$ cat src/rtl/core/tcgr_pkg.sv
`default_nettype none

package tcgr_pkg;

    // Glyph geometry and font store.
    localparam int GLYPH_ROWS   = 16;
    localparam int FONT_CHARS   = 256;
    localparam int GLYPH_WIDTH  = 8;
    localparam int LINE_ADVANCE = 16;
    localparam int FONT_DEPTH   = 4096;
    localparam int FONT_AW      = $clog2(FONT_DEPTH);
    localparam int ROW_CW       = $clog2(GLYPH_ROWS);

    localparam logic [7:0] NEWLINE_CODE = 8'd10;

    // Field widths.
    localparam int DIM_W   = 15;
    localparam int CROW_W  = 16;
    localparam int COLOR_W = 32;
    localparam int IDX_W   = 28;
    localparam int CFG_IDX_W = 3;

    // Register reset values.
    localparam logic [DIM_W-1:0]   RST_SCREEN_WIDTH  = 15'd640;
    localparam logic [DIM_W-1:0]   RST_SCREEN_HEIGHT = 15'd480;
    localparam logic [DIM_W-1:0]   RST_ROW_STRIDE    = 15'd640;
    localparam logic [COLOR_W-1:0] RST_TEXT_COLOR    = 32'h0000_9a00;
    localparam logic [COLOR_W-1:0] RST_BG_COLOR      = 32'h0000_0000;

    // Queue depths.
    localparam int CMDQ_DEPTH = 4;
    localparam int CMDQ_PW    = $clog2(CMDQ_DEPTH);
    localparam int CMDQ_CW    = $clog2(CMDQ_DEPTH + 1);
    localparam int OUTQ_DEPTH = 4;
    localparam int OUTQ_PW    = $clog2(OUTQ_DEPTH);
    localparam int OUTQ_CW    = $clog2(OUTQ_DEPTH + 1);

    // Result kinds.
    localparam logic KIND_ROW  = 1'b0;
    localparam logic KIND_FILL = 1'b1;

    typedef enum logic [1:0] {
        ACT_PUT   = 2'd0,
        ACT_LOAD  = 2'd1,
        ACT_CLEAR = 2'd2
    } t_action;

    typedef enum logic [CFG_IDX_W-1:0] {
        CFG_SCREEN_WIDTH  = 3'd0,
        CFG_SCREEN_HEIGHT = 3'd1,
        CFG_ROW_STRIDE    = 3'd2,
        CFG_TEXT_COLOR    = 3'd3,
        CFG_BG_COLOR      = 3'd4
    } t_cfg_idx;

    // Commands passed from front to back.
    typedef enum logic [1:0] {
        OP_LOAD  = 2'd0,
        OP_CLEAR = 2'd1,
        OP_GLYPH = 2'd2
    } t_op;

    typedef struct packed {
        logic [DIM_W-1:0]   screen_width;
        logic [DIM_W-1:0]   screen_height;
        logic [DIM_W-1:0]   row_stride;
        logic [COLOR_W-1:0] text_color;
        logic [COLOR_W-1:0] bg_color;
    } t_cfg;

    // Front stage entry: cursor position still unresolved into a pixel index.
    typedef struct packed {
        t_op                op;
        logic               fill;
        logic [FONT_AW-1:0] faddr;
        logic [7:0]         fbits;
        logic [CROW_W-1:0]  row;
        logic [DIM_W-1:0]   col;
        logic [COLOR_W-1:0] color;
    } t_front_cmd;

    // Command queue entry.
    typedef struct packed {
        t_op                op;
        logic               fill;
        logic [FONT_AW-1:0] faddr;
        logic [7:0]         fbits;
        logic [IDX_W-1:0]   base_idx;
        logic [COLOR_W-1:0] color;
    } t_qent;

    // Result waiting for its font byte.
    typedef struct packed {
        logic               kind;
        logic [IDX_W-1:0]   idx;
        logic [COLOR_W-1:0] color;
        logic               last;
    } t_issue;

    typedef struct packed {
        logic               kind;
        logic [IDX_W-1:0]   idx;
        logic [7:0]         mask;
        logic [COLOR_W-1:0] color;
        logic               last;
    } t_result;

endpackage

`default_nettype wire

$ cat src/rtl/core/tcgr_cmd_queue.sv
`default_nettype none

module tcgr_cmd_queue
    import tcgr_pkg::*;
(
    input  wire logic  i_clk,
    input  wire logic  i_rst_n,
    input  wire logic  i_push,
    input  wire t_qent i_data,
    output logic       o_full,
    input  wire logic  i_pop,
    output logic       o_valid,
    output t_qent      o_head
);

    t_qent                r_mem [CMDQ_DEPTH];
    logic [CMDQ_PW-1:0]   r_wr_ptr, r_rd_ptr;
    logic [CMDQ_CW-1:0]   r_count;
    logic                 do_push, do_pop;

    assign o_full  = r_count == CMDQ_CW'(CMDQ_DEPTH);
    assign o_valid = r_count != '0;
    assign o_head  = r_mem[r_rd_ptr];
    assign do_push = i_push && !o_full;
    assign do_pop  = i_pop && o_valid;

    always_ff @(posedge i_clk) begin
        if (!i_rst_n) begin
            r_wr_ptr <= '0;
            r_rd_ptr <= '0;
            r_count  <= '0;
        end else begin
            if (do_push) begin
                r_wr_ptr <= r_wr_ptr + 1'b1;
            end
            if (do_pop) begin
                r_rd_ptr <= r_rd_ptr + 1'b1;
            end
            if (do_push && !do_pop) begin
                r_count <= r_count + 1'b1;
            end else if (do_pop && !do_push) begin
                r_count <= r_count - 1'b1;
            end
        end
        if (do_push) begin
            r_mem[r_wr_ptr] <= i_data;
        end
    end

endmodule

`default_nettype wire

$ cat config.mk
export PLATFORM = sky130hd
export DESIGN_NAME = tcgr_cmd_queue
export DESIGN_NICKNAME = d
export VERILOG_FILES = /design/src/rtl/core/tcgr_pkg.sv /design/src/rtl/core/tcgr_cmd_queue.sv
export SDC_FILE = /design/constraint.sdc
export NUM_CORES = 1
export LEC_CHECK = 0
export ABC_AREA = 1
export BUFFER_PORTS_ARGS = -buffer_cell sky130_fd_sc_hd__buf_2
export CORE_UTILIZATION = 50
export DETAILED_ROUTE_END_ITERATION = 6
export PLACE_DENSITY = 0.71
export SLEW_MARGIN = 20
export SYNTH_ARGS = -nofsm -noshare
export SYNTH_HDL_FRONTEND = slang
export SYNTH_SLANG_ARGS = --single-unit
$ cat constraint.sdc
create_clock -name i_clk -period 6.2 [get_ports i_clk]
set_input_delay 0.31 -clock i_clk [delete_from_list [all_inputs] [get_ports i_clk]]
set_output_delay 0.31 -clock i_clk [all_outputs]
set_load 0.02 [all_outputs]
==> flow_summary.yaml <==
run_status:
  status: "finished, final reports clean"
power:
  p_clk_share_pct: 30.9
  combPwrFrac_pct: 24.2
  power_density_mw_per_mm2: 432.5
  internal_power_mw: 4.463
  pwr-share-seq_pct: 44.9
  ir_drop_uv: 274.0
  p_sw_share_pct: 31.26
  p_sw_mw: 2.029
  p_leak_nw: 5.274
grt:
  grt_pass1_vias: 7351
  antenna_found_initial: 4
  grtUsageTotal_pct: 19.64
  grt_max_degree: 87
  grt-ovfl-total: 0
  grt_pass1_wl_mm: 39.34
hold_path:
  hp-class: "in -> reg"
  hp-start: "i_data[9]"
  hold_path_end: "r_mem[3][9]"
  whs_path_depth: 1
layout:
  drive_gt1_share_pct: 21.91
  final_cell_mix: "332 x edfxtp_1, 176 x nor2_1, 171 x buf_2, 107 x o21ai_0, 83 x o22ai_1"
  syn_to_final_growth_pct: 17.43
  fin_cells: 1402
  layout_commonest_cell: "edfxtp_1"
  num-nets-final: 1137
synthesis:
  synth.avg_cell_area_sq_um: 14.66
  yosysWarnings: 0
  ys_types: 20
  synth_seq_cells: 341
  netlist_area_sq_mm: 0.01278
  synth_cells: 872
  syn_nets: 965
  ys_seq_area_share_pct: 79.39
critical_path:
  crit_required_ns: 5.89
  r2r_cells: 5
  max_stage_delay_ns: 0.82
  path_delay_family: "buffers and inverters"
  reg2reg_to: "r_mem[1][69]"
  path_cells: "inv_6 > buf_4 > o21ai_0 > o22ai_1 > buf_2"
  start_kind: "flip-flop"
  r2r_start: "r_count[0]"
  worstSetupPathType: "reg -> out"
  r2r_slack_ns: 3.37
  path_buf_inv: 3
  endpoint_kind: "output port"
  critical_path.max_fanout: 86
  arrival_ns: 3.17
  slowest_stage: "buf_4"
clock_tree:
  clk_latency_ns: 0.51
  clk_pin_slew_ns: 0.06
  cts_tree: "done"
  numCtsBuffers: 35
  clock_sinks: 341
  h-tree-depth: 2
  clock-root-buffer: "clkbuf_16"
  cts_resized: 0
  clockBufferDepth: 3
sta:
  timing.final.crit_period_ns: 3.483
  period_share_pct: 56.18
  fin_skew_ns: 0.01473
  finalHoldViolations: 0
  setup_violations: 0
  rsz0062_at_grt: "false"
  tns_ns: 0
  tightest_slew_ns: 0.9153
  slew_violations: 0
  slew_headroom_pct: 38.98
  max_freq_ghz: 0.2871
placed_design:
  io_buffers: 171
  hpwl_mm: 14.09
  place_inst: 1328
  gp_congestion: 0.7232
detailed_routing:
  avgRoutedWirePerCell_microns: 18.32
  firstDrtPassIters: 5
  drt-vias-per-instance: 5.398
  vias: 7568
  drtAntennaViolNets: 0
  drc: 0
  drt_iter0_markers: 540
  drt_wl_total_mm: 25.69
floorplanning:
  die_h_microns: 161.9
  num_rows: 58
  initial_core_util_pct: 50.92
  dieArea_sq_mm: 0.02621
  coreArea_sq_mm: 0.02511
  ioPinCount: 172
  die_w_microns: 161.9
run:
  drv_cap: 0
-- state kept, by name, indices dropped and copies added (netlist names), named ones only --
signal / flops
r_mem: 332
r_count: 3
r_rd_ptr: 2
r_wr_ptr: 2
-- metrics by stage --
stage / utilization [%] / total power, mW / hold WS (ns) / setup slack, ns / cell area, sq um
floorplan: - / 4.065 / 0.4089 / 1.555 / 12780
global placement: 55.00 / 4.522 / 0.4852 / 3.262 / 13810
detailed placement: 55.00 / 4.549 / 0.4915 / 3.216 / 13810
CTS: 59.75 / 6.557 / 0.001414 / 2.621 / 15000
global route: 59.78 / 6.793 / 0.003377 / 2.466 / 15010
finish: 59.79 / 6.492 / 0.02123 / 2.717 / 15010
-- area by class of cell --
| class | count | area [sq um] |
|---|---|---|
| clock buffers | 42 | 944.7 |
| repair buffers | 189 | 1013 |
| clock inverters | 19 | 157.7 |
| flip-flops and latches | 341 | 10150 |
| fillers | 1973 | 10100 |
| well taps | 330 | 412.9 |
| inverters | 17 | 68.82 |
| diodes | 4 | 10.01 |
| multi-input cells | 460 | 2251 |
-- power groups by stage --
stage	clock, mW	sequential [mW]	combinational (mW)
floorplan	0	2.92	1.14
CTS	2.04	2.92	1.60
finish	2.01	2.91	1.57
global route	2.13	2.94	1.73
detailed placement	0	2.97	1.58
global placement	0	2.96	1.57
-- metal layers --
metal  routed length [microns]  track usage [%]  vias to the layer above
met5                         0                0                        -
met4                       469            5.617                        0
met3                      1437            4.213                       38
met2                     12550            32.58                      212
met1                     11230            26.24                     3694
li1                          -                -                     3624
-- what timing repair did --
item	4_1_cts	5_1_grt
hold endpoints to repair	31	0
hold buffers	9	0
setup endpoints to repair	0	0
buffers inserted	0	0
-- worst max-delay path by stage --
stage,cells past startpoint,start,endpoint
finish,5,flip-flop,o_head[68]
global route,5,flip-flop,o_head[68]
CTS,5,flip-flop,o_head[68]
detailed placement,5,flip-flop,o_head[68]
global placement,5,flip-flop,o_head[68]
floorplan,4,r_count[0],r_mem[0][0]
-- cells in the mapped netlist --
library cell / n / share of area [%]
buf_6: 13 / 1.1
edfxtp_1: 332 / 78
inv_4: 1 / 0.049
nor2_1: 180 / 5.3
dfxtp_1: 9 / 1.4
o21ai_0: 107 / 4.2
buf_2: 8 / 0.31
xor2_1: 1 / 0.069
inv_1: 16 / 0.47
buf_4: 9 / 0.53
ha_1: 5 / 0.49
nand3_1: 4 / 0.16
a21oi_1: 3 / 0.12
nand3b_1: 1 / 0.059
o21ai_1: 60 / 2.3
fa_1: 1 / 0.16
clkbuf_2: 3 / 0.12
o22ai_1: 83 / 4.1
clkbuf_1: 21 / 0.62
nand2_1: 15 / 0.44
-- kinds of logic (layout without fill, tap and decap cells) --
family / Yosys count / after routing / share of synthesized area, %
DFF: 341 / 341 / 79.39
AOI/OAI and AO/OA: 253 / 253 / 10.72
and+or+nand+nor: 200 / 200 / 5.941
buffers and inverters: 71 / 267 / 3.239
adders and majority gates: 6 / 6 / 0.6459
xor gates and xnor gates: 1 / 1 / 0.06852
other: 0 / 4 / 0
(Power assumes the default switching activity.)
