[config.mk]
export PLATFORM = sky130hd
export DESIGN_NAME = tcgr_front
export DESIGN_NICKNAME = d
export VERILOG_FILES = /design/src/rtl/core/tcgr_pkg.sv /design/src/rtl/core/tcgr_front.sv
export SDC_FILE = /design/constraint.sdc
export NUM_CORES = 1
export LEC_CHECK = 0
export BUFFER_PORTS_ARGS = -buffer_cell sky130_fd_sc_hd__buf_2
export CORE_MARGIN = 5
export CORE_UTILIZATION = 33
export CTS_BUF_LIST = sky130_fd_sc_hd__clkbuf_4 sky130_fd_sc_hd__clkbuf_8
export DETAILED_ROUTE_END_ITERATION = 8
export REMOVE_ABC_BUFFERS = 1
export SETUP_SLACK_MARGIN = 0.3
export SYNTH_ARGS = -nofsm -noshare
export SYNTH_HDL_FRONTEND = slang
export SYNTH_SLANG_ARGS = --single-unit
[constraint.sdc]
create_clock -name i_clk -period 27.1 [get_ports i_clk]
set_clock_uncertainty 0.15 [all_clocks]
set_input_delay 5.42 -clock i_clk [delete_from_list [all_inputs] [get_ports i_clk]]
set_output_delay 5.42 -clock i_clk [all_outputs]
set_load 0.05 [all_outputs]
[src/rtl/core/tcgr_pkg.sv]
`default_nettype none

package tcgr_pkg;

    // Glyph geometry and font store.
    localparam int GLYPH_ROWS   = 16;
    localparam int FONT_CHARS   = 256;
    localparam int GLYPH_WIDTH  = 8;
    localparam int LINE_ADVANCE = 16;
    localparam int FONT_DEPTH   = 4096;
    localparam int FONT_AW      = $clog2(FONT_DEPTH);
    localparam int ROW_CW       = $clog2(GLYPH_ROWS);

    localparam logic [7:0] NEWLINE_CODE = 8'd10;

    // Field widths.
    localparam int DIM_W   = 15;
    localparam int CROW_W  = 16;
    localparam int COLOR_W = 32;
    localparam int IDX_W   = 28;
    localparam int CFG_IDX_W = 3;

    // Register reset values.
    localparam logic [DIM_W-1:0]   RST_SCREEN_WIDTH  = 15'd640;
    localparam logic [DIM_W-1:0]   RST_SCREEN_HEIGHT = 15'd480;
    localparam logic [DIM_W-1:0]   RST_ROW_STRIDE    = 15'd640;
    localparam logic [COLOR_W-1:0] RST_TEXT_COLOR    = 32'h0000_9a00;
    localparam logic [COLOR_W-1:0] RST_BG_COLOR      = 32'h0000_0000;

    // Queue depths.
    localparam int CMDQ_DEPTH = 4;
    localparam int CMDQ_PW    = $clog2(CMDQ_DEPTH);
    localparam int CMDQ_CW    = $clog2(CMDQ_DEPTH + 1);
    localparam int OUTQ_DEPTH = 4;
    localparam int OUTQ_PW    = $clog2(OUTQ_DEPTH);
    localparam int OUTQ_CW    = $clog2(OUTQ_DEPTH + 1);

    // Result kinds.
    localparam logic KIND_ROW  = 1'b0;
    localparam logic KIND_FILL = 1'b1;

    typedef enum logic [1:0] {
        ACT_PUT   = 2'd0,
        ACT_LOAD  = 2'd1,
        ACT_CLEAR = 2'd2
    } t_action;

    typedef enum logic [CFG_IDX_W-1:0] {
        CFG_SCREEN_WIDTH  = 3'd0,
        CFG_SCREEN_HEIGHT = 3'd1,
        CFG_ROW_STRIDE    = 3'd2,
        CFG_TEXT_COLOR    = 3'd3,
        CFG_BG_COLOR      = 3'd4
    } t_cfg_idx;

    // Commands passed from front to back.
    typedef enum logic [1:0] {
        OP_LOAD  = 2'd0,
        OP_CLEAR = 2'd1,
        OP_GLYPH = 2'd2
    } t_op;

    typedef struct packed {
        logic [DIM_W-1:0]   screen_width;
        logic [DIM_W-1:0]   screen_height;
        logic [DIM_W-1:0]   row_stride;
        logic [COLOR_W-1:0] text_color;
        logic [COLOR_W-1:0] bg_color;
    } t_cfg;

    // Front stage entry: cursor position still unresolved into a pixel index.
    typedef struct packed {
        t_op                op;
        logic               fill;
        logic [FONT_AW-1:0] faddr;
        logic [7:0]         fbits;
        logic [CROW_W-1:0]  row;
        logic [DIM_W-1:0]   col;
        logic [COLOR_W-1:0] color;
    } t_front_cmd;

    // Command queue entry.
    typedef struct packed {
        t_op                op;
        logic               fill;
        logic [FONT_AW-1:0] faddr;
        logic [7:0]         fbits;
        logic [IDX_W-1:0]   base_idx;
        logic [COLOR_W-1:0] color;
    } t_qent;

    // Result waiting for its font byte.
    typedef struct packed {
        logic               kind;
        logic [IDX_W-1:0]   idx;
        logic [COLOR_W-1:0] color;
        logic               last;
    } t_issue;

    typedef struct packed {
        logic               kind;
        logic [IDX_W-1:0]   idx;
        logic [7:0]         mask;
        logic [COLOR_W-1:0] color;
        logic               last;
    } t_result;

endpackage

`default_nettype wire

[src/rtl/core/tcgr_front.sv]
`default_nettype none

module tcgr_front
    import tcgr_pkg::*;
(
    input  wire logic               i_clk,
    input  wire logic               i_rst_n,
    input  wire logic               i_push,
    input  wire logic [1:0]         i_action,
    input  wire logic [7:0]         i_char_code,
    input  wire logic [FONT_AW-1:0] i_font_address,
    input  wire logic [7:0]         i_font_row_bits,
    input  wire logic [COLOR_W-1:0] i_fill_color,
    output logic                    o_full,
    input  wire t_cfg               i_cfg,
    output logic                    o_q_push,
    output t_qent                   o_q_data,
    input  wire logic               i_q_full
);

    logic [DIM_W-1:0]  r_col, n_col;
    logic [CROW_W-1:0] r_row, n_row;
    logic              r_s1_valid, n_s1_valid;
    t_front_cmd        r_s1, n_s1;

    logic              accept;
    logic              drain;
    logic [CROW_W:0]   col_ext;
    logic              wrap;
    logic [CROW_W:0]   row_sum;
    logic [CROW_W-1:0] row_nl;
    logic [CROW_W-1:0] row_w;
    logic [DIM_W-1:0]  col_w;
    logic              bottom;
    logic [CROW_W-1:0] draw_row;
    logic [DIM_W-1:0]  draw_col;
    logic [8:0]        code_ext;
    logic [8:0]        char_m;
    logic [30:0]       prod;

    assign drain  = r_s1_valid && !i_q_full;
    assign o_full = r_s1_valid && i_q_full;
    assign accept = i_push && !o_full;

    // Cursor classification for a put-character item.
    always_comb begin
        col_ext  = {1'b0, r_col} + (CROW_W+1)'(GLYPH_WIDTH);
        wrap     = col_ext > {2'b00, i_cfg.screen_width};
        row_sum  = {1'b0, r_row} + (CROW_W+1)'(LINE_ADVANCE);
        row_nl   = row_sum[CROW_W] ? '1 : row_sum[CROW_W-1:0];
        row_w    = wrap ? row_nl : r_row;
        col_w    = wrap ? '0 : r_col;
        bottom   = ({1'b0, row_w} + (CROW_W+1)'(GLYPH_ROWS)) > {2'b00, i_cfg.screen_height};
        draw_row = bottom ? '0 : row_w;
        draw_col = bottom ? '0 : col_w;
        code_ext = {1'b0, i_char_code};
        char_m   = (code_ext >= 9'(FONT_CHARS)) ? code_ext - 9'(FONT_CHARS) : code_ext;
    end

    always_comb begin
        n_col      = r_col;
        n_row      = r_row;
        n_s1_valid = r_s1_valid && !drain;
        n_s1       = r_s1;
        if (accept) begin
            case (t_action'(i_action))
                ACT_PUT: begin
                    if (i_char_code == NEWLINE_CODE) begin
                        n_col = '0;
                        n_row = row_nl;
                    end else begin
                        n_col      = draw_col + DIM_W'(GLYPH_WIDTH);
                        n_row      = draw_row;
                        n_s1_valid = 1'b1;
                        n_s1.op    = OP_GLYPH;
                        n_s1.fill  = bottom;
                        n_s1.faddr = FONT_AW'(32'(char_m) * GLYPH_ROWS);
                        n_s1.fbits = i_font_row_bits;
                        n_s1.row   = draw_row;
                        n_s1.col   = draw_col;
                        n_s1.color = i_fill_color;
                    end
                end
                ACT_LOAD: begin
                    n_s1_valid = 1'b1;
                    n_s1.op    = OP_LOAD;
                    n_s1.fill  = 1'b0;
                    n_s1.faddr = i_font_address;
                    n_s1.fbits = i_font_row_bits;
                    n_s1.row   = r_row;
                    n_s1.col   = r_col;
                    n_s1.color = i_fill_color;
                end
                ACT_CLEAR: begin
                    n_col      = '0;
                    n_row      = '0;
                    n_s1_valid = 1'b1;
                    n_s1.op    = OP_CLEAR;
                    n_s1.fill  = 1'b1;
                    n_s1.faddr = i_font_address;
                    n_s1.fbits = i_font_row_bits;
                    n_s1.row   = '0;
                    n_s1.col   = '0;
                    n_s1.color = i_fill_color;
                end
                default: begin
                end
            endcase
        end
    end

    always_ff @(posedge i_clk) begin
        if (!i_rst_n) begin
            r_col      <= '0;
            r_row      <= '0;
            r_s1_valid <= 1'b0;
        end else begin
            r_col      <= n_col;
            r_row      <= n_row;
            r_s1_valid <= n_s1_valid;
        end
        r_s1 <= n_s1;
    end

    // Pixel index of the first glyph row, registered in the command queue.
    assign prod = 31'(r_s1.row) * 31'(i_cfg.row_stride);

    always_comb begin
        o_q_push          = drain;
        o_q_data.op       = r_s1.op;
        o_q_data.fill     = r_s1.fill;
        o_q_data.faddr    = r_s1.faddr;
        o_q_data.fbits    = r_s1.fbits;
        o_q_data.base_idx = prod[IDX_W-1:0] + IDX_W'(r_s1.col);
        o_q_data.color    = r_s1.color;
    end

endmodule

`default_nettype wire

==> impl_metrics.csv <==
group,metric,value,unit
outcome,outcome,"finished, final reports clean",
final_layout,area_delta_synth_final,9.97,%
detailed_routing,route.detailed.drc,0,
sta,worst_pin_slew,0.878,ns
logic_synthesis,synth_cells,1617,
floorplanning,die_w,222,um
detailed_routing,firstDrtPassIters,5,
grt,grt_max_degree,61,
logic_synthesis,yosys_register_bits,118,
sta,relSlewSlack,40.7,%
grt,grt_first_pass_wirelength,60200,um
floorplanning,core-area,44200,um^2
final_layout,drive_gt1_share,14.6,%
sta,hold_violations,0,
clock_network,insertion_delay,0.45,ns
detailed_routing,viasPerCell,4.78,
worst_setup_path,cpMaxStageDelayCell,"o311ai_0",
floorplanning,die_h,222,um
detailed_routing,wl_per_cell,15.4,um
logic_synthesis,syn_area,14800,um^2
worst_setup_path,cp_cell_sequence,"buf_2 > nand2_1 > fa_1 > inv_1 > fa_1 > fa_1 > inv_1 > fa_1 > inv_1 > fa_1 > inv_1 > fa_1 > inv_1 > ha_1 > nand3_1 > a211oi_1 > a211o_1 > a41o_1 > nand2_1 > o311ai_0 > o21ai_0 > o21ai_0 > xor2_1 > buf_2",
logic_synthesis,synthDominantAreaCellType,"fa_1",
sta,timing.fmax,0.0557,GHz
sta,hold_ws,0.336,ns
clock_network,root_buffer,"clkbuf_8",
hold_path,hold_path.class,"flop to flop",
clock_network,cts_resized,0,
grt,grt_pass1_vias,11800,
detailed_routing,dr.first_iter.drc_count,522,
worst_setup_path,arrival,12.38,ns
clock_network,clkSinkCount,118,
detailed_routing,detail-route-antenna-nets,0,
logic_synthesis,synth_top_area_share,26.0,%
flow_run,maxCapViolations,0,
sta,fin_crit,17.95,ns
clock_network,cts_setup_buffers,0,
placement,place.gp.congestion,0.883,
floorplanning,die_area,49100,um^2
worst_setup_path,critPathKind,"input pin to output port",
sta,rsz0062_at_grt,"false",
final_layout,antenna_cells,0,
grt,track_usage,14.7,%
placement,io_buffers,195,
clock_network,ctsHtreeMaxLevel,4,
detailed_routing,wirelength,35700,um
logic_synthesis,ys_seq_area_share,21.8,%
worst_setup_path,max_stage_delay,0.67,ns
worst_setup_path,crit_path_end_kind,"output port",
final_layout,n_fill_cell,4521,
floorplanning,rows,77,
final_layout,num-nets-final,2209,
worst_setup_path,required,21.53,ns
logic_synthesis,synth.distinct_cells,69,
clock_network,cts_buffers,17,
detailed_routing,dr_total_vias,11100,
sta,setup_tns,0,ns
placement,hpwl,29500,um
worst_setup_path,start_kind,"input pin",
clock_network,clockBufferDepth,2,
logic_synthesis,netlist_top_cells_area,"fa_1 26%, edfxtp_1 17%, ha_1 11%",
logic_synthesis,synth_ff_type,"edfxtp_1",
floorplanning,io_pins,260,
sta,setup-violations-final,0,
logic_synthesis,syn_avg_cell_area,9.13,um^2
worst_setup_path,cp_max_fo,16,
clock_network,clk_pin_slew,0.07,ns
clock_network,cts_hold_buffers,0,
grt,antenna_found_initial,0,
clock_network,tritoncts,"built",
sta,drv_slew,0,
floorplanning,start_util,33.4,%
grt,grt_overflow_total,0,
worst_setup_path,cpMostUsedCell,"fa_1",
logic_synthesis,postSynth.asyncResetShare,0,%
logic_synthesis,synth-edff-count,86,
logic_synthesis,synth_warnings,0,
sta,post-route-period-util,66.2,%
==> critical path, delay by kind of cell <==
family | cells | cell delay, ns
AND/OR/NAND/NOR | 3 | 0.37
adder cells (fa/ha/maj) | 7 | 3.38
buffers and inverters | 7 | 0.83
XOR/XNOR | 1 | 0.17
AO/OA/AOI/OAI | 6 | 2.17
==> through the flow <==
step | area (um^2) | setup slack (ns) | util (%) | instances
floorplan | 14100 | 10.10 | - | 1498
global placement | 15900 | 9.23 | 35.9 | 2290
detailed placement | 15900 | 9.13 | 35.9 | 2290
CTS | 16200 | 9.13 | 36.7 | 2322
global route | 16200 | 8.69 | 36.7 | 2322
finish | 16200 | 9.15 | 36.7 | 2322
==> cell families after synthesis <==
logic type | after synthesis | share of synthesized area, %
muxes | 4 | 0.314
AOI/OAI and AO/OA | 199 | 9.04
buffers and inverters | 407 | 11.9
and+or+nand+nor | 522 | 17.4
adders and majority gates | 317 | 36.6
DFF | 118 | 21.8
xor gates and xnor gates | 50 | 2.97
==> layout make-up <==
type                       count  area, um^2  area share [%]
tap                          592         741            4.56
clock buffer                  19         255            1.57
sequential                   118        3220            19.8
multi-input combinational   1092        9800            60.4
inverter                     288        1080            6.66
timing repair buffer         200        1010            6.24
clock inverter                13         121           0.747
==> flip-flops by register name (all words and copies together), names as in the netlist <==
name	count
o_q_data	55
r_col	15
r_row	16
r_s1	31
r_s1_valid	1
==> routing by layer <==
layer	wire [um]	share of wire, %	track usage (%)	vias up
met2	18200	51	26.5	289
met4	599	1.7	3.60	0
li1	-	-	-	5298
met5	0	0	0	-
met3	1810	5.1	2.41	52
met1	15100	42	18.5	5454
==> path summary, 6_finish.rpt <==
kind | from | endpoint | slack [ns] | depth (start not counted)
worst max-delay path | i_cfg[67] | o_q_data[58] | 9.15 | 24
worst min-delay path | r_col[0] | r_col[0] | 0.34 | 2
worst max register to register | r_col[7] | r_col[11] | 19.28 | 31
worst min register to register | r_col[0] | r_col[0] | 0.34 | 2
==> Yosys cell counts (12+ instances only) <==
cell      count
nor3_1       19
nor2b_1      12
and2_1      133
dfxtp_1      32
xor2_1       16
nor2_1       73
a21o_1       14
xnor2_1      34
edfxtp_1     86
fa_1        192
inv_1       287
a21oi_1      47
nand3_1      31
clkbuf_1     55
buf_4        55
ha_1        125
nand2_1     202
o21ai_0      44
==> cell usage in the layout (no fill, tap or decap), types with 4 or more instances in the layout <==
cell type and n:
dfxtp_1 32, buf_2 195, a21o_1 14, edfxtp_1 86, nor2b_1 12, o21a_1 6
o31ai_1 4, and2_1 133, clkinvlp_4 4, inv_1 287, clkbuf_8 18, and3_1 7
a31oi_1 7, nand2b_1 7, xnor2_1 34, inv_6 4, o22ai_1 6, buf_4 5
nor2_1 73, and4_1 5, fa_1 192, a21oi_1 47, xor2_1 16, a21boi_0 6
or2_2 7, nor3_1 19, ha_1 125, nand3_1 31, a22o_1 9, nor4_1 6
a211oi_1 8, nand4_1 9, o21bai_1 4, o21ai_0 44, nand2_1 202, o211ai_1 4
Power is not shown: default switching activity piles up to over one toggle a cycle in this logic, so the estimate is an artifact.
