## config.mk

```make
export PLATFORM = sky130hd
export DESIGN_NAME = tcgr_out_queue
export DESIGN_NICKNAME = d
export VERILOG_FILES = /design/src/rtl/core/tcgr_pkg.sv /design/src/rtl/core/tcgr_out_queue.sv
export SDC_FILE = /design/constraint.sdc
export NUM_CORES = 1
export LEC_CHECK = 0
export ABC_AREA = 0
export BUFFER_PORTS_ARGS = -buffer_cell sky130_fd_sc_hd__buf_2
export CAP_MARGIN = 10
export CORE_MARGIN = 2
export CORE_UTILIZATION = 34
export CTS_BUF_LIST = sky130_fd_sc_hd__clkbuf_4
export CTS_CLUSTER_SIZE = 14
export DETAILED_ROUTE_END_ITERATION = 10
export GPL_TIMING_DRIVEN = 0
export PLACE_DENSITY_LB_ADDON = 0.05
export SLEW_MARGIN = 15
export SYNTH_ARGS = -nofsm -noshare
export SYNTH_HDL_FRONTEND = slang
export SYNTH_SLANG_ARGS = --single-unit
```

## constraint.sdc

```tcl
create_clock -name i_clk -period 7.6 [get_ports i_clk]
set_input_delay 0.38 -clock i_clk [delete_from_list [all_inputs] [get_ports i_clk]]
set_output_delay 0.38 -clock i_clk [all_outputs]
set_load 0.02 [all_outputs]
```

## src/rtl/core/tcgr_pkg.sv

```systemverilog
`default_nettype none

package tcgr_pkg;

    // Glyph geometry and font store.
    localparam int GLYPH_ROWS   = 16;
    localparam int FONT_CHARS   = 256;
    localparam int GLYPH_WIDTH  = 8;
    localparam int LINE_ADVANCE = 16;
    localparam int FONT_DEPTH   = 4096;
    localparam int FONT_AW      = $clog2(FONT_DEPTH);
    localparam int ROW_CW       = $clog2(GLYPH_ROWS);

    localparam logic [7:0] NEWLINE_CODE = 8'd10;

    // Field widths.
    localparam int DIM_W   = 15;
    localparam int CROW_W  = 16;
    localparam int COLOR_W = 32;
    localparam int IDX_W   = 28;
    localparam int CFG_IDX_W = 3;

    // Register reset values.
    localparam logic [DIM_W-1:0]   RST_SCREEN_WIDTH  = 15'd640;
    localparam logic [DIM_W-1:0]   RST_SCREEN_HEIGHT = 15'd480;
    localparam logic [DIM_W-1:0]   RST_ROW_STRIDE    = 15'd640;
    localparam logic [COLOR_W-1:0] RST_TEXT_COLOR    = 32'h0000_9a00;
    localparam logic [COLOR_W-1:0] RST_BG_COLOR      = 32'h0000_0000;

    // Queue depths.
    localparam int CMDQ_DEPTH = 4;
    localparam int CMDQ_PW    = $clog2(CMDQ_DEPTH);
    localparam int CMDQ_CW    = $clog2(CMDQ_DEPTH + 1);
    localparam int OUTQ_DEPTH = 4;
    localparam int OUTQ_PW    = $clog2(OUTQ_DEPTH);
    localparam int OUTQ_CW    = $clog2(OUTQ_DEPTH + 1);

    // Result kinds.
    localparam logic KIND_ROW  = 1'b0;
    localparam logic KIND_FILL = 1'b1;

    typedef enum logic [1:0] {
        ACT_PUT   = 2'd0,
        ACT_LOAD  = 2'd1,
        ACT_CLEAR = 2'd2
    } t_action;

    typedef enum logic [CFG_IDX_W-1:0] {
        CFG_SCREEN_WIDTH  = 3'd0,
        CFG_SCREEN_HEIGHT = 3'd1,
        CFG_ROW_STRIDE    = 3'd2,
        CFG_TEXT_COLOR    = 3'd3,
        CFG_BG_COLOR      = 3'd4
    } t_cfg_idx;

    // Commands passed from front to back.
    typedef enum logic [1:0] {
        OP_LOAD  = 2'd0,
        OP_CLEAR = 2'd1,
        OP_GLYPH = 2'd2
    } t_op;

    typedef struct packed {
        logic [DIM_W-1:0]   screen_width;
        logic [DIM_W-1:0]   screen_height;
        logic [DIM_W-1:0]   row_stride;
        logic [COLOR_W-1:0] text_color;
        logic [COLOR_W-1:0] bg_color;
    } t_cfg;

    // Front stage entry: cursor position still unresolved into a pixel index.
    typedef struct packed {
        t_op                op;
        logic               fill;
        logic [FONT_AW-1:0] faddr;
        logic [7:0]         fbits;
        logic [CROW_W-1:0]  row;
        logic [DIM_W-1:0]   col;
        logic [COLOR_W-1:0] color;
    } t_front_cmd;

    // Command queue entry.
    typedef struct packed {
        t_op                op;
        logic               fill;
        logic [FONT_AW-1:0] faddr;
        logic [7:0]         fbits;
        logic [IDX_W-1:0]   base_idx;
        logic [COLOR_W-1:0] color;
    } t_qent;

    // Result waiting for its font byte.
    typedef struct packed {
        logic               kind;
        logic [IDX_W-1:0]   idx;
        logic [COLOR_W-1:0] color;
        logic               last;
    } t_issue;

    typedef struct packed {
        logic               kind;
        logic [IDX_W-1:0]   idx;
        logic [7:0]         mask;
        logic [COLOR_W-1:0] color;
        logic               last;
    } t_result;

endpackage

`default_nettype wire

```

## src/rtl/core/tcgr_out_queue.sv

```systemverilog
`default_nettype none

module tcgr_out_queue
    import tcgr_pkg::*;
(
    input  wire logic          i_clk,
    input  wire logic          i_rst_n,
    input  wire logic          i_push,
    input  wire t_result       i_data,
    output logic [OUTQ_CW-1:0] o_level,
    input  wire logic          i_pop,
    output logic               o_empty,
    output t_result            o_head
);

    t_result              r_mem [OUTQ_DEPTH];
    logic [OUTQ_PW-1:0]   r_wr_ptr, r_rd_ptr;
    logic [OUTQ_CW-1:0]   r_count;
    logic                 do_pop;

    // The back end never pushes without room, so no full check here.
    assign o_level = r_count;
    assign o_empty = r_count == '0;
    assign o_head  = r_mem[r_rd_ptr];
    assign do_pop  = i_pop && !o_empty;

    always_ff @(posedge i_clk) begin
        if (!i_rst_n) begin
            r_wr_ptr <= '0;
            r_rd_ptr <= '0;
            r_count  <= '0;
        end else begin
            if (i_push) begin
                r_wr_ptr <= r_wr_ptr + 1'b1;
            end
            if (do_pop) begin
                r_rd_ptr <= r_rd_ptr + 1'b1;
            end
            if (i_push && !do_pop) begin
                r_count <= r_count + 1'b1;
            end else if (do_pop && !i_push) begin
                r_count <= r_count - 1'b1;
            end
        end
        if (i_push) begin
            r_mem[r_wr_ptr] <= i_data;
        end
    end

endmodule

`default_nettype wire

```

==> impl_results.md, run 1 <==
* Critical R2R Capture: o_level[2]
* Delay-heaviest family, CP: buffers and inverters
* CP Launch Type: register
* XOR/XNOR share of the synthesized area at 0.412%
* Synth Area in Simple Gates at less than 1%
* Share of layout cells above drive strength 1 at 47.0%
* Sw frac at approximately 28%
* CP cell instances: buf_1 -> buf_2 -> mux4_2 -> buf_2
* Final-report hold violation count at 0
* Most used cell, CP: buf_2
* Largest family of logic cells by synthesized area: multiplexers
* Die area at approximately 0.033 mm²
* Syn nets at 488
* Placer Congestion at between 0.7 and 0.8
* Drt drc at 0
* Peak VDD IR at 158 µV
* Slew @ Worst Pin at ~0.63 ns
* Syn Area/Cell at 26.0 µm²
* Crit end category: output pin
* Buf+Inv Stages, Crit Path at 3
* Global-route wire length before repair at around 33000 µm
* Initial Utilization at 34.6%
* Cell leakage power at approximately 4.8 nW
* Yosys Warn Count at 0
* Mux share of post-synthesis cell area at roughly 15%
* Commonest non-fill, non-tap cell in the layout: edfxtp_1
* FF-to-FF path depth at 7
* Synth Area in Compound Gates at less than 1%
* # H-tree levels at 3
* Critical path class: register to output pin
* CTS buffer count at 81
* Vias in the first global route at 6001
* RSZ-0062 raised after global routing: no
* Largest net degree at the start of global routing at 41
* Fin Hold WS at about 0.16 ns
* Final Skew at around 0.035 ns
* Synth top area share at about four fifths
* Combinational share of power at between 20% and 30%
* Reg2Reg Setup Slack at ~5.5 ns
* Post-synthesis adder-cell area fraction at less than 1%
* Grt ovf at 0
* Flops & latches, synth at roughly 290
* Longest Clk Path Bufs at 3
* WL final at between 20000 and 25000 µm
* Later-pin clock latency in the skew report at roughly 0.67 ns
* Reg clk slew, reported paths at about 0.06 ns
* Crit path largest cell delay at approximately 0.46 ns
* Area grow syn2layout at 29.4%
* Chip Height at ~180 µm
* WL per Instance at 18.2 µm
* Cell taking the most area after synthesis: edfxtp_1
* Die W at approximately 180 µm
* Power Density at 317 mW/mm²
* Clock Power Share at approximately a third
* Status: completed
* Hold path depth at 3
* Most frequent cells in the layout: edfxtp_1 (280), buf_2 (154), clkbuf_4 (114)
* Hold Startpoint: i_push
* # fillers at 2713
* Post-synthesis sequential area ratio at 80.8%
* TritonCTS clock tree: built
* Count of cell types in the netlist at 21
* GRT Resource Usage Total at a little over an eighth
* FMAX at about 0.36 GHz
* Setup TNS at 0 ns
* Root buf cell: clkbuf_4
* Post-Synthesis Cells at 408
* DRT antenna net count at 0
* Tcrit/Tclk final at between 30% and 40%
* Critical Path RT at slightly above 7 ns
* Internal at 3.14 mW
* Nets at roughly 790
* Port-buffer cells at between 100 and 150
* 1st-iter DRT viols at around 190
* Worst Path Max Fanout at 10
* WP depth at 4
* Initial antenna violation count at 1
* Reg2reg start: o_level[1]
* Switching component of the power at about 1.2 mW
* Min-delay worst type: input pin to register
* Via density at about 4.6
* Sequential share of power at between 40% and 50%
* Clock sinks at 289
* Final setup viols at 0
* MaxCap Viol Count at 0
* Min-Delay Endpoint: r_wr_ptr[1]
* # IOs at around 150
* Max_slew headroom at 58.2%
* Post-cts repair resize count at 0
* Final Critical Period at between 2 and 3 ns
* Final HPWL DP at between 10000 and 15000 µm
* Total number of vias at around 5400
* Slowest stage cell, crit path: buf_1
* Mapped cell area at ~0.011 mm²
* Final Max Slew Viols at 0
* Worst EP arrival at about 2.4 ns
* Drt pass-1 iters at 4
* Core region area at approximately 0.03 mm²
* # rows at 64
* Dominant cells by area after synthesis: edfxtp_1 (79%), mux4_2 (15%), dfxtp_1 (1.7%)
[stage by stage]
stage / instance area (µm²) / utilization (%) / power, mW / setup WS [ns] / cells
6_report: 13700 / 44.8 / 4.36 / 4.83 / 1172
5_1_grt: 13700 / 44.8 / 4.60 / 4.66 / 1172
4_1_cts: 13700 / 44.8 / 4.47 / 4.66 / 1170
3_5_place_dp: 12000 / 39.1 / 3.00 / 5.40 / 955
3_3_place_gp: 11900 / 38.7 / 2.98 / 3.28 / 951
2_1_floorplan: 10600 / - / 2.66 / 4.98 / 408
[cells in the mapped netlist]
cell,count
nor3_1,1
buf_1,1
edfxtp_1,280
buf_6,1
fa_1,1
a21boi_0,1
xor2_1,2
ha_1,5
buf_12,7
nor2b_1,2
or3_1,1
o31ai_2,1
o21ai_0,1
buf_2,7
and2_1,9
dfxtp_1,9
mux2i_1,2
o311ai_1,1
mux4_2,70
inv_1,3
xnor2_1,3
[cell type report]
| cell class | count | area (µm²) | area share, % |
|---|---|---|---|
| inverters | 3 | 11.3 | 0.0819 |
| clock inverters | 30 | 200 | 1.46 |
| multi-input cells | 100 | 1850 | 13.4 |
| repair buffers | 222 | 1560 | 11.3 |
| flip-flops and latches | 289 | 8590 | 62.5 |
| well taps | 396 | 495 | 3.60 |
| diodes | 2 | 5.00 | 0.0364 |
| plain buffers | 16 | 190 | 1.38 |
| clock buffers | 114 | 856 | 6.22 |
[tightest hold or removal path, cell delays in order]
cell	delay, ns
buf_2	0.19
mux2i_1	0.10
nor2b_1	0.09
[layer usage]
metal / part of all wire, % / GRT usage [%] / up-vias
met5: 0 / 0 / -
met4: 2.2 / 5.97 / 0
met3: 5.8 / 3.99 / 44
met2: 52 / 23.4 / 152
met1: 40 / 14.9 / 2756
li1: - / - / 2434
[logic make-up (layout without fill, tap and decap cells)]
group                      count (synthesis)  in the layout
DFF                                      289            289
muxes                                     72             72
buffers and inverters                     19            385
and+or+nand+nor                           13             13
adders and majority gates                  6              6
xor gates and xnor gates                   5              5
AOI/OAI and AO/OA                          4              4
other                                      0              2
[worst max-delay path by stage]
stage	to
CTS	o_head[67]
floorplan	r_mem[0][0]
finish	o_head[67]
detailed placement	o_head[67]
global route	o_head[67]
global placement	r_mem[0][51]
[power by group through the flow]
stage | logic, mW | clock network, mW | registers [mW]
3_3_place_gp | 1.08 | 0 | 1.90
3_5_place_dp | 1.10 | 0 | 1.90
2_1_floorplan | 0.757 | 0 | 1.90
6_report | 1.09 | 1.41 | 1.87
5_1_grt | 1.18 | 1.56 | 1.87
4_1_cts | 1.13 | 1.47 | 1.87
[flip-flops by register name (all words and copies together), names as in the netlist, named ones only]
register,flops
o_level,3
r_mem,280
r_rd_ptr,2
r_wr_ptr,2
[repair_timing]
| action | 4_1_cts | 5_1_grt |
|---|---|---|
| hold buffers | 71 | 0 |
| endpoints found under the setup margin | 0 | 0 |
| setup buffers | 0 | 0 |
| hold endpoints to repair | 287 | 0 |
(Power assumes the default switching activity.)
==> run 2: changes to the inputs <==
==> constraint.sdc (replaced) <==
create_clock -name i_clk -period 2.8 [get_ports i_clk]
set_input_delay 0.14 -clock i_clk [delete_from_list [all_inputs] [get_ports i_clk]]
set_output_delay 0.14 -clock i_clk [all_outputs]
set_load 0.02 [all_outputs]
==> run 2 against run 1 <==
Against the previous run:
- clock power rose to 2.7 times the previous value
- final cell count up 0.26%
- global-route usage hardly changed
- core utilization increased by 0.098 points
- sequential power rose to 2.7 times the previous value
- clock-buffer cell count unchanged
- clock skew grew 0.0025 ns
- non-clock buffer count up 3
- power rose to 2.7 times the previous value
- final area up 0.22%
- critical path depth unchanged
- first-iteration DRC count is 3.2% higher
==> impl_results.md, run 2 (same netlist as run 1, synthesis figures left out) <==
* Area grow syn2layout at 29.7%
* Peak VDD IR at 421 µV (+170%)
* Post-Place Cell Area at 0.0120 mm² (unchanged)
* CP Launch Type: register
* Later-pin clock latency in the skew report at 0.68 ns (about the same)
* Finished Cell Area at 0.0138 mm² (+0.22%)
* Commonest non-fill, non-tap cell in the layout: edfxtp_1
* # IOs at 148 (unchanged)
* 1st-iter DRT viols at 192 (+3.2%)
* MaxCap Viol Count at 0 (unchanged)
* Final-report hold violation count at 0 (unchanged)
* Die W at 181 µm (unchanged)
* Largest net degree at the start of global routing at 41 (unchanged)
* Core region area at 0.0307 mm² (unchanged)
* Hold buffer count at CTS at 74 (+4.2%)
* Seq. cell area at 0.00859 mm² (unchanged)
* Drt pass-1 iters at 7 (+3)
* Crit end category: output pin
* Global-route wire length before repair at 32900 µm (+0.34%)
* Nets at 796 (+0.38%)
* Post-cts repair resize count at 0 (unchanged)
* Longest Clk Path Bufs at 3 (unchanged)
* Most used cell, CP: buf_2
* Delay-heaviest family, CP: buffers and inverters
* Max FFs per register at 280 (unchanged)
* Finished Layout Cells at 1175 (+0.26%)
* Share of layout cells above drive strength 1 at 46.8% (-0.18 points)
* Status: completed
* DRT antenna net count at 0 (unchanged)
* Final HPWL DP at 12200 µm (unchanged)
* CTS buffer count at 81 (unchanged)
* Area taken by multi-input logic gates at 0.00185 mm² (unchanged)
* GRT Resource Usage Total at 13.4% (+0.040 points)
* Power Density at 860 mW/mm² (+170%)
* Root buf cell: clkbuf_4
* Reg clk slew, reported paths at 0.06 ns (about the same)
* FMAX at about 0.4 GHz
* Worst EP arrival at 2.37 ns (-0.02 ns)
* # rows at 64 (unchanged)
* Min-delay worst type: input pin to register
* Placed cell count at 955 (unchanged)
* Port-buffer cells at 147 (unchanged)
* Drt drc at 0 (unchanged)
* Cell leakage power at 4.81 nW (+0.29%)
* Worst Path Max Fanout at 10 (unchanged)
* Via density at 4.58 (-0.27%)
* Initial antenna violation count at 1 (unchanged)
* Critical path class: register to output pin
* CP cell instances: buf_1 -> buf_2 -> mux4_2 -> buf_2
* Fin Hold WS at 0.215 ns (+0.0568 ns)
* Critical Path RT at 2.66 ns (-4.56 ns)
* Total number of vias at 5385 (-0.019%)
* Most frequent cells in the layout: edfxtp_1 (280), buf_2 (154), clkbuf_4 (114)
* TritonCTS clock tree: built
* Slowest stage cell, crit path: buf_1
* Chip Height at 181 µm (unchanged)
* Setup Buffers After CTS at 0 (unchanged)
* # fillers at 2712 (-0.037%)
* Grt ovf at 0 (unchanged)
* RSZ-0062 raised after global routing: no
* Die area at 0.0327 mm² (unchanged)
* Buf+Inv Stages, Crit Path at 3 (unchanged)
* Slew @ Worst Pin at 0.631 ns (+0.00428 ns)
* Vias in the first global route at 6019 (+0.30%)
* Max_slew headroom at 57.9% (-0.29 points)
* Tcrit/Tclk final at 89.7%
* Final Skew at 0.0378 ns (+0.00245 ns)
* Biggest register: r_mem
* Final Max Slew Viols at 0 (unchanged)
* WL final at 21400 µm (+0.49%)
* Placer Congestion at 0.700 (unchanged)
* Clock sinks at 289 (unchanged)
* WL per Instance at 18.2 µm (+0.24%)
* Crit path largest cell delay at 0.45 ns (about the same)
* # H-tree levels at 3 (unchanged)
* Final setup viols at 0 (unchanged)
* Initial Utilization at 34.6% (unchanged)
* Final Critical Period at roughly 2.5 ns
[run 2: per-layer routing]
metal	vias up	GRT usage (%)	share of wire, %
met5	-	0	0
met4	0	5.97	2.2
met3	45	3.99	5.7
met2	159	23.5	52
met1	2745	14.9	40
li1	2436	-	-
[run 2: power by group]
part           switching, mW  total, mW  internal [mW]  leakage (nW)
Clock                   1.67       3.82           2.15         0.620
Sequential            0.0750       5.06           4.99          2.65
Combinational           1.57       2.96           1.39          1.54
[run 2: through the flow]
step	TNS (ns)	setup WS, ns	utilization, %	total power [mW]
floorplan	0	0.184	-	7.22
global placement	-409.93	-1.50	38.7	8.09
detailed placement	0	0.694	39.1	8.13
CTS	0	0.0956	44.9	12.1
global route	0	0.104	44.9	12.5
finish	0	0.289	44.9	11.8
[run 2: path summary, 6_finish.rpt]
kind / slack, ns / from / to / cells after the start
worst max-delay path: 0.29 / register / o_head[67] / 4
worst min-delay path: 0.22 / i_data[48] / r_mem[0][48] / 2
worst max register to register: 0.67 / o_level[1] / o_level[2] / 7
worst min register to register: 0.57 / o_level[2] / o_level[2] / 2
[run 2: layout make-up]
type / instances / share of cell area (%)
Antenna cell: 2 / 0.0363
Sequential cell: 289 / 62.3
Clock buffer: 114 / 6.21
Timing Repair Buffer: 225 / 11.5
Tap cell: 396 / 3.60
Inverter: 3 / 0.0817
Buffer: 16 / 1.38
Clock inverter: 30 / 1.45
Multi-Input combinational cell: 100 / 13.4
